[src/design/iafl_pkg.sv]
// Shared types, widths and codes of the free-list index allocator.
package iafl_pkg;

    // Field widths of the request and result items.
    localparam int OP_W      = 1;
    localparam int LIMIT_W   = 13;
    localparam int INDEX_W   = 12;
    localparam int CAP_W     = 13;
    localparam int BUMP_W    = 13;
    localparam int STATUS_W  = 3;

    // Stream word widths; the data words are padded to whole bytes.
    localparam int S_TDATA_W = 32;
    localparam int S_TUSER_W = OP_W;
    localparam int M_TDATA_W = 16;
    localparam int M_TUSER_W = 1 + STATUS_W;

    // Default store depth and register reset value.
    localparam int SLOTS_DEFAULT = 4096;
    localparam logic [CAP_W-1:0] CAP_RESET = 13'd4096;

    // Request kinds.
    localparam logic OP_ALLOC = 1'b0;
    localparam logic OP_FREE  = 1'b1;

    // Result status codes.
    typedef enum logic [STATUS_W-1:0] {
        ST_REUSED     = 3'd0,
        ST_NEW        = 3'd1,
        ST_ALLOC_FAIL = 3'd2,
        ST_FREED      = 3'd3,
        ST_IGNORED    = 3'd4,
        ST_DROPPED    = 3'd5
    } status_t;

    // Controller states.
    typedef enum logic [2:0] {
        S_IDLE,
        S_DISPATCH,
        S_SEARCH,
        S_SHIFT,
        S_RESULT
    } state_t;

    // Commands from the controller to the datapath.
    typedef struct packed {
        logic load;
        logic free_exec;
        logic search_init;
        logic search_step;
        logic shift_init;
        logic shift_step;
        logic shift_done;
        logic bump_exec;
        logic publish;
    } ctrl_cmd_t;

    // Status from the datapath to the controller.
    typedef struct packed {
        logic is_free;
        logic search_hit;
        logic search_more;
        logic shift_more;
        logic out_free;
    } dp_status_t;

endpackage

[src/design/iafl_ctrl.sv]
// Controller state machine of the allocator: sequences free, search, compaction and result hand-over.
module iafl_ctrl (
    input  logic                 aclk,
    input  logic                 aresetn,
    input  logic                 s_tvalid,
    output logic                 s_tready,
    input  iafl_pkg::dp_status_t st,
    output iafl_pkg::ctrl_cmd_t  cmd
);

    iafl_pkg::state_t state_reg, state_next;

    // State register.
    always_ff @(posedge aclk) begin
        if (!aresetn) begin
            state_reg <= iafl_pkg::S_IDLE;
        end else begin
            state_reg <= state_next;
        end
    end

    // Next state and commands.
    always_comb begin
        state_next = state_reg;
        cmd        = '0;
        s_tready   = 1'b0;
        case (state_reg)
            iafl_pkg::S_IDLE: begin
                s_tready = 1'b1;
                if (s_tvalid) begin
                    cmd.load   = 1'b1;
                    state_next = iafl_pkg::S_DISPATCH;
                end
            end
            iafl_pkg::S_DISPATCH: begin
                if (st.is_free) begin
                    cmd.free_exec = 1'b1;
                    state_next    = iafl_pkg::S_RESULT;
                end else begin
                    cmd.search_init = 1'b1;
                    state_next      = iafl_pkg::S_SEARCH;
                end
            end
            iafl_pkg::S_SEARCH: begin
                if (st.search_hit) begin
                    cmd.shift_init = 1'b1;
                    state_next     = iafl_pkg::S_SHIFT;
                end else if (st.search_more) begin
                    cmd.search_step = 1'b1;
                end else begin
                    cmd.bump_exec = 1'b1;
                    state_next    = iafl_pkg::S_RESULT;
                end
            end
            iafl_pkg::S_SHIFT: begin
                if (st.shift_more) begin
                    cmd.shift_step = 1'b1;
                end else begin
                    cmd.shift_done = 1'b1;
                    state_next     = iafl_pkg::S_RESULT;
                end
            end
            iafl_pkg::S_RESULT: begin
                if (st.out_free) begin
                    cmd.publish = 1'b1;
                    state_next  = iafl_pkg::S_IDLE;
                end
            end
            default: begin
                state_next = iafl_pkg::S_IDLE;
            end
        endcase
    end

endmodule

[config.mk]
export PLATFORM = sky130hd
export DESIGN_NAME = iafl_ctrl
export DESIGN_NICKNAME = d
export VERILOG_FILES = /design/src/design/iafl_pkg.sv /design/src/design/iafl_ctrl.sv
export SDC_FILE = /design/constraint.sdc
export NUM_CORES = 1
export LEC_CHECK = 0
export BUFFER_PORTS_ARGS = -buffer_cell sky130_fd_sc_hd__buf_2
export CAP_MARGIN = 30
export CORE_AREA = 2 2 39 41
export DETAILED_ROUTE_END_ITERATION = 16
export DIE_AREA = 0 0 41 43
export PLACE_DENSITY_LB_ADDON = 0.2
export SYNTH_ARGS = -nofsm -noshare
export SYNTH_HDL_FRONTEND = slang
export SYNTH_SLANG_ARGS = --single-unit
[constraint.sdc]
create_clock -name aclk -period 1 [get_ports aclk]
set_input_delay 0.2 -clock aclk [delete_from_list [all_inputs] [get_ports aclk]]
set_output_delay 0.2 -clock aclk [all_outputs]
set_load 0.01 [all_outputs]
==> run metrics, run 1 <==
routed vias=413; # nets final=82; Die X=41 microns; PD cells=1070 nW/um^2; total power=0.000745 W; WL final=993 microns; CTS Hold Bufs=0; worst hold path class=input pin to flop; asr flop ratio synth=0%; Slew @ Worst Pin=271 ps; router iterations before antenna repair=1; Detailed Route Iter0 Violations=0; number of global-route vias before repair=446; initial antenna violation count=0; max FFs per register=3; Filler Cells Inserted=131; CTS Root Cell=clkbuf_4; commonest non-fill, non-tap cells in the layout=buf_2, buf_6, buf_4, clkbuf_4, dfxtp_4; status=finished with violations; CP endpoint kind=output pin; Core ar.=1380 sq um; dpl hpwl=645 microns; #FFs+latches synth=3; crit-path max FO=6; Syn Area/Cell=8.24 sq um; Max Fclk=0.748 GHz; mapped cell area=297 sq um; multi-input combinational cell area=310 sq um; row count=14; gpl congestion=0.677; Via density=4.64; sequential area share after synthesis=20.3%; Avg WL per Cell=11.2 microns; Seq. cell area=71.3 sq um; Port Buffers=17; WP data required=800 ps; Slew HR=81.9%; top_reg_cell synth=dfxtp_1; Worst Clk Skew=1.19 ps; most common cell after layout, fill and taps aside=buf_2; Max IR drop VDD=0.000621 V; combinational share of power=51.1%; Die Ht=43 microns; clock share of power=27.6%; sequential share of power=21.3%; switching part of the total=31.0%; Clock Latency Late Sink=230 ps; largest net degree at the start of global routing=7; share of layout cells above drive strength 1=75.3%; Initial Utilization=21.4%; Synth Instances=36; Data arrival, critical path=1140 ps; # DRC=0; cell-internal power=0.000514 W; fin crit share=134%; Worst-path clk slew=40 ps; first-pass GRT wire length=1710 microns; EDFF count, synth=0; final setup margin=-338 ps; die area=1760 sq um; max-cap viol count=0; Inst Count DP=76; diode count=0; area delta synth->final=135%; gr usage total=13.9%; Final Hold Vio Count=0; ANT nets after route=0; clk sinks=3; YS warnings=0; CP startpoint kind=flop; leakage=0.328 nW; Syn Nets=44; RSZ-0062 raised after global routing=true; CP Class=flop to output pin; Clock Path Buffers=2; CTS tree=yes; failing checks=setup timing; post-layout min period=1340 ps; H-Tree Depth=1; post-route insts no fill=89; P_sw=0.000231 W; Setup violations, final=13; synth unique cells=24; total CTS buffers=3; Final Max Tran Viols=0; IO Pins=18; GRT overflow=0
==> worst max-delay path, stage by stage (launching register included) <==
cell     delay, ps
dfxtp_4        350
buf_6          120
nor3b_4        190
and2_4         160
buf_6           90
==> stage by stage <==
step | hold WS (ps) | area (sq um) | setup WS, ps | setup TNS, ps | utilization, %
after floorplan | 317 | 352 | -29.8 | -106 | -
after global placement | 442 | 502 | -158 | -1400 | 36.3
after detailed placement | 449 | 502 | -165 | -1460 | 36.3
after CTS | 207 | 653 | -351 | -3550 | 47.2
after global routing | 212 | 697 | -405 | -4280 | 50.4
final | 214 | 697 | -338 | -3480 | 50.4
==> per-layer routing <==
| layer | up-vias | GRT usage (%) | part of all wire, % |
|---|---|---|---|
| li1 | 209 | - | - |
| met1 | 192 | 16.8 | 40 |
| met2 | 10 | 22.2 | 54 |
| met3 | 2 | 1.57 | 4.0 |
| met4 | 0 | 8.00 | 1.5 |
| met5 | - | 0 | 0 |
==> layout make-up <==
class / instances / area share, %
multi-input combinational: 29 / 44.5
timing repair buffer: 36 / 38.1
sequential: 3 / 10.2
clock buffer: 4 / 3.77
tap: 16 / 2.87
inverter: 1 / 0.539
==> what timing repair did <==
action / in CTS / in global routing
pin swaps: 5 / 5
endpoints found under the setup margin: 13 / 13
setup buffers: 9 / 1
resized for setup: 18 / 9
==> kinds of logic (layout without fill, tap and decap cells) <==
family	count (synthesis)	in the layout	synth area share (%)
simple gates	22	22	51.5
flops	3	3	20.3
buf+inv	4	41	8.01
compound gates	7	7	20.3
==> synthesized netlist by cell type (all sizes together), types with 2 or more instances <==
master  number  share of area, %
nor2b        2               4.2
buf          3               6.7
nand3b       2               5.1
dfxtp        3                20
or3b         2               5.9
nor2         2               2.5
nand2        2               2.5
and2         2               4.2
a21oi        2               4.6
o21a         2               5.1
nor4bb       2               6.8
and3         2               4.2
==> worst paths after layout <==
| check | startpoint | end | slack (ps) | cells past startpoint |
|---|---|---|---|---|
| hold / removal | aresetn | state_reg[1]$_SDFFE_PN0P_ | 210 | 2 |
| setup / recovery | state_reg[1]$_SDFFE_PN0P_ | cmd[0] | -340 | 4 |
| hold reg to reg | state_reg[0]$_SDFFE_PN0P_ | state_reg[0]$_SDFFE_PN0P_ | 630 | 2 |
| setup reg to reg | state_reg[0]$_SDFFE_PN0P_ | state_reg[1]$_SDFFE_PN0P_ | -260 | 5 |
==> power groups by stage <==
stage / registers (W) / clock network (W) / logic [W]
final: 0.000158 / 0.000206 / 0.000381
after detailed placement: 0.000162 / 0 / 0.000245
after CTS: 0.000158 / 0.000219 / 0.000339
after global routing: 0.000162 / 0.000231 / 0.000410
after global placement: 0.000162 / 0 / 0.000246
after floorplan: 0.000145 / 0 / 0.000163
(Power assumes the default switching activity.)
==> run 2, diff against run 1 <==
Clock period 1 ns to 1.5 ns, I/O delays scaled along.
==> run metrics, run 2 (synthesized netlist as in run 1, its figures left out) <==
Core ar.=1380 sq um (unchanged); RR Startpoint=state_reg[1]$_SDFFE_PN0P_; Max IR drop VDD=0.000385 V (-38%); Clock Path Buffers=2 (unchanged); GRT overflow=0 (unchanged); largest net degree at the start of global routing=15 (+8); ANT nets after route=0 (unchanged); Initial Utilization=21.4% (unchanged); area delta synth->final=56.1%; cell-internal power=0.000255 W (-50%); internal reg-to-reg setup slack=210 ps (+470 ps); Via density=4.62 (-0.52%); total CTS buffers=3 (unchanged); CTS Root Cell=clkbuf_4; Final Max Tran Viols=0 (unchanged); max FFs per register=3 (unchanged); WP data required=1200 ps (+400 ps); post-layout min period=1440 ps; die area=1760 sq um (unchanged); H-Tree Depth=1 (unchanged); first-pass GRT wire length=1010 microns (-41%); Crit. Startpoint=state_reg[1]$_SDFFE_PN0P_; status=completed; # nets final=66 (-20%); CP Capture Point=cmd[7]; P_sw=0.000119 W (-49%); Max Fclk=0.696 GHz; gpl congestion=0.714 (+5.5%); switching part of the total=31.7% (+0.67 points); clock share of power=37.8% (+10 points); PD cells=808 nW/um^2 (-24%); WL final=750 microns (-24%); Data arrival, critical path=1140 ps (about the same); Hold Slack=314 ps (+99.8 ps); fin crit share=95.8%; Slew HR=78.1% (-3.7 points); most common cell after layout, fill and taps aside=buf_2; Die Ht=43 microns (unchanged); Die X=41 microns (unchanged); Detailed Route Iter0 Violations=4 (+4); Worst Clk Skew=0.925 ps (-0.265 ps); Worst R2R End=state_reg[1]$_SDFFE_PN0P_; routed vias=337 (-18%); CP startpoint kind=flop; final setup TNS=0 ps (+3480 ps); post-route cell area=463 sq um (-34%); met2 Track Usage GR=12.5% (-9.7 points); CTS tree=yes; share of layout cells above drive strength 1=54.4% (-21 points); worst hold path class=input pin to flop; Avg WL per Cell=10.3 microns (-7.9%); CP endpoint kind=output pin; commonest non-fill, non-tap cells in the layout=buf_2, clkbuf_4; leakage=0.217 nW (-34%); initial antenna violation count=0 (unchanged); # DRC=0 (unchanged); Worst-path clk slew=40 ps (about the same); router iterations before antenna repair=3 (+2); clk sinks=3 (unchanged); crit-path max FO=8 (+2); IO Pins=18 (unchanged); Final Hold Vio Count=0 (unchanged); sequential share of power=31.1% (+9.8 points); GR Util met3=1.57% (unchanged); GRT met1 Usage=10.9% (-6.0 points); Slew @ Worst Pin=326 ps (+54.7 ps); post-place instance area=389 sq um (-22%); Most Crowded Layer GR=met2; max-cap viol count=0 (unchanged); hold_sp=aresetn; Port Buffers=17 (unchanged); number of global-route vias before repair=261 (-41%); row count=14 (unchanged); gr usage total=8.62% (-5.3 points); CP Class=flop to output pin; FF-to-FF path depth=5 (unchanged); Setup violations, final=0 (-13); combinational share of power=31.1% (-20 points); diode count=0 (unchanged); post-layout util=33.5% (-17 points); Clock Latency Late Sink=230 ps (about the same)
## run 2: changes by cell type in the layout (fill, tap and decap cells not counted), moves of 2 or more
cell / change
nor4bb_1: +2
nor4bb_4: -2
buf_6: -9
buf_4: -7
## run 2: layout make-up
cell class	instances	area, sq um
tap	16	20.0
fill	154	921
multi-input combinational	29	233
timing repair buffer	20	111
inverter	1	3.75
sequential	3	68.8
clock buffer	4	26.3
## run 2: critical path, stage by stage (launching register included)
cell	delay (ps)
dfxtp_4	360
buf_6	130
nor4bb_1	240
buf_2	170
## run 2: per-stage QoR
stage / worst slack [ps] / power, W / std cells
global placement: 181 / 0.000219 / 67
finish: 62.8 / 0.000374 / 73
global route: -0.641 / 0.000401 / 73
CTS: 2.38 / 0.000373 / 71
floorplan: 230 / 0.000182 / 36
detailed placement: 161 / 0.000218 / 67
## run 2: repair_timing
item / 4_1_cts / 5_1_grt
pin swaps: 0 / 1
gates resized for setup: 4 / 6
setup buffers: 0 / 2
setup endpoints to repair: 8 / 4
hold buffers: 0 / 0
## run 2: worst min-delay path by stage
stage	end	cells past startpoint
2_1_floorplan	state_reg[1]$_SDFFE_PN0P_	1
3_3_place_gp	state_reg[1]$_SDFFE_PN0P_	2
3_5_place_dp	state_reg[1]$_SDFFE_PN0P_	2
4_1_cts	state_reg[1]$_SDFFE_PN0P_	2
5_1_grt	state_reg[1]$_SDFFE_PN0P_	2
6_report	state_reg[1]$_SDFFE_PN0P_	2
## run 2: metal layers
| layer | up-vias | share of wire [%] |
|---|---|---|
| li1 | 176 | - |
| met1 | 151 | 45 |
| met2 | 10 | 49 |
| met3 | 0 | 6.3 |
| met4 | 0 | 0 |
| met5 | - | 0 |
## run 2: power groups by stage
| stage | sequential, W | clock (W) | combinational (W) |
|---|---|---|---|
| floorplan | 0.0000954 | 0 | 0.0000865 |
| global route | 0.000120 | 0.000154 | 0.000127 |
| CTS | 0.000115 | 0.000152 | 0.000107 |
| finish | 0.000116 | 0.000142 | 0.000116 |
| detailed placement | 0.000113 | 0 | 0.000105 |
| global placement | 0.000113 | 0 | 0.000105 |
==> run 3, diff against run 2 <==
Settings changed: ABC_AREA set to 1.
==> run metrics, run 3 <==
Most Crowded Layer GR=met2; Clock Latency Late Sink=230 ps (about the same); multi-input combinational cell area=203 sq um (-13%); clk sinks=3 (unchanged); Die Ht=43 microns (unchanged); WP data required=1200 ps (about the same); post-layout min period=1380 ps (-54.1 ps); Hold Slack=307 ps (-7.62 ps); router iterations before antenna repair=2 (-1); Final Hold Vio Count=0 (unchanged); area delta synth->final=34.1%; Area contributors post-synth=dfxtp_1, inv_1, nand3_1; GRT overflow=0 (unchanged); CP startpoint kind=flop; GRT met1 Usage=13.1% (+2.3 points); max-cap viol count=0 (unchanged); dpl hpwl=646 microns; Worst-path clk slew=40 ps (about the same); Die X=41 microns (unchanged); Max Fclk=0.723 GHz (+3.9%); largest net degree at the start of global routing=9 (-6); WL final=745 microns (-0.67%); Setup violations, final=0 (unchanged); CTS Root Cell=clkbuf_4; worst hold path class=input pin to flop; Detailed Route Iter0 Violations=3 (-1); hold_sp=aresetn; Slew HR=86.2% (+8.1 points); Final Max Tran Viols=0 (unchanged); Max IR drop VDD=0.000758 V (+97%); H-Tree Depth=1 (unchanged); Slew @ Worst Pin=205 ps (-121 ps); total CTS buffers=3 (unchanged); CP Class=flop to output pin; top_reg_cell synth=dfxtp_1; share of layout cells above drive strength 1=49.3% (-5.1 points); status=completed; Via density=4.11 (-11%); asr flop ratio synth=0% (unchanged); Port Buffers=17 (unchanged); max FFs per register=3 (unchanged); Post-synth top cells=inv_1, nand3_1, nor2_1; number of global-route vias before repair=283 (+8.4%); fin crit share=92.2% (-3.6 points); RSZ-0062 raised after global routing=false; row count=14 (unchanged); met2 Track Usage GR=13.4% (+0.94 points); CTS Hold Bufs=0 (unchanged); ANT nets after route=0 (unchanged); # DRC=0 (unchanged); #FFs+latches synth=3 (unchanged); diode count=0 (unchanged); CP max stage cell=dfxtp_2; commonest non-fill, non-tap cells in the layout=buf_2, inv_1, nand3_1, nor2_1, nand2_1; post-synth top area cell=dfxtp_1; IO Pins=18 (unchanged); Largest stage delay, worst path=370 ps (about the same); first-pass GRT wire length=1190 microns (+18%); most used cell, CP=nor2_4; Initial Utilization=23.9% (+2.4 points); Avg WL per Cell=8.76 microns (-15%); Synth Instances=50 (+39%); YS warnings=0 (unchanged); gr usage total=10.2% (+1.6 points); # nets final=78 (+18%); mapped cell area=330 sq um (+11%); gpl congestion=0.721 (+1.0%); CP endpoint kind=output pin; Core ar.=1380 sq um (unchanged); most common cell after layout, fill and taps aside=buf_2; crit-path max FO=8 (unchanged); die area=1760 sq um (unchanged); Clock Path Buffers=2 (unchanged); Syn Area/Cell=6.61 sq um (-20%); RR Startpoint=state_reg[0]$_SDFFE_PN0P_; final setup TNS=0 ps (unchanged); CP cell instances=nor2_4 > nand2_2 > nor2_4 > buf_2; GR Util met3=4.71% (+3.1 points); Synth top area share=18.2% (-2.1 points); count leader, synth=inv_1; EDFF count, synth=0 (unchanged); Worst Clk Skew=3.37 ps (+2.45 ps); Data arrival, critical path=1080 ps (-60 ps); Filler Cells Inserted=154 (unchanged); CTS tree=yes; synth unique cells=17 (-29%); Crit. Startpoint=state_reg[0]$_SDFFE_PN0P_; initial antenna violation count=0 (unchanged); PD cells=1710 nW/um^2 (+110%); leakage=0.267 nW (+23%); Seq. cell area=63.8 sq um (-7.3%); sequential area share after synthesis=18.2% (-2.1 points); routed vias=349 (+3.6%); Syn Nets=58 (+32%)
## run 3: changes by cell type after synthesis, sizes merged, moves of 2 or more
cell and delta:
inv +11, nor2 +10, nand3 +8, nand2 +5, nand4 +3, a21oi -2, and2 -2, and3 -2
nand3b -2, nor2b -2, nor4bb -2, o21a -2, or3b -2
## run 3: cell families after synthesis
group	after synthesis	share of synthesized area, %
flip-flops	3	18.2
buffers and inverters	14	20.5
AND/OR/NAND/NOR	33	61.4
## run 3: routing by layer
layer	routed length [microns]	vias up
met3	46	0
met4	0	0
met5	0	-
li1	-	195
met2	362	10
met1	335	144
## run 3: worst paths after layout
path                          endpoint  slack (ps)  depth (start not counted)
max                             cmd[4]         120                          4
min reg2reg  state_reg[0]$_SDFFE_PN0P_         620                          4
min          state_reg[1]$_SDFFE_PN0P_         310                          3
max reg2reg  state_reg[2]$_SDFFE_PN0P_         440                          5
## run 3: power by group
| part | total, W | switching, W | internal [W] |
|---|---|---|---|
| Combinational | 0.000426 | 0.000252 | 0.000174 |
| Clock | 0.000136 | 0.0000367 | 0.0000993 |
| Sequential | 0.000194 | 0.0000745 | 0.000119 |
## run 3: timing repair
action                                  CTS  global route
endpoints found under the setup margin    2            10
buffers inserted                          0             0
pin swaps                                 0             1
gates resized for setup                   1             2
## run 3: per-stage QoR
stage / power, W / utilization (%) / area, sq um / cells / setup WS, ps
finish: 0.000756 / 32.0 / 443 / 85 / 117
CTS: 0.000767 / 31.8 / 440 / 85 / 6.33
global placement: 0.000625 / 29.8 / 413 / 81 / 244
detailed placement: 0.000621 / 29.8 / 413 / 81 / 237
floorplan: 0.000541 / - / 330 / 50 / 307
global route: 0.000837 / 32.0 / 443 / 85 / 10.2
## run 3: final cells by class
cell class              instances  area share, %
multi-input cells              33           45.8
repair buffers                 17           19.2
flip-flops and latches          3           14.4
inverters                      12           10.2
clock buffers                   4           5.93
well taps                      16           4.52
## run 3: worst max-delay path: cells and delay by family (launching register included)
family	cells	cell delay (ps)
DFF	1	370
buffers and inverters	1	140
and+or+nand+nor	3	350
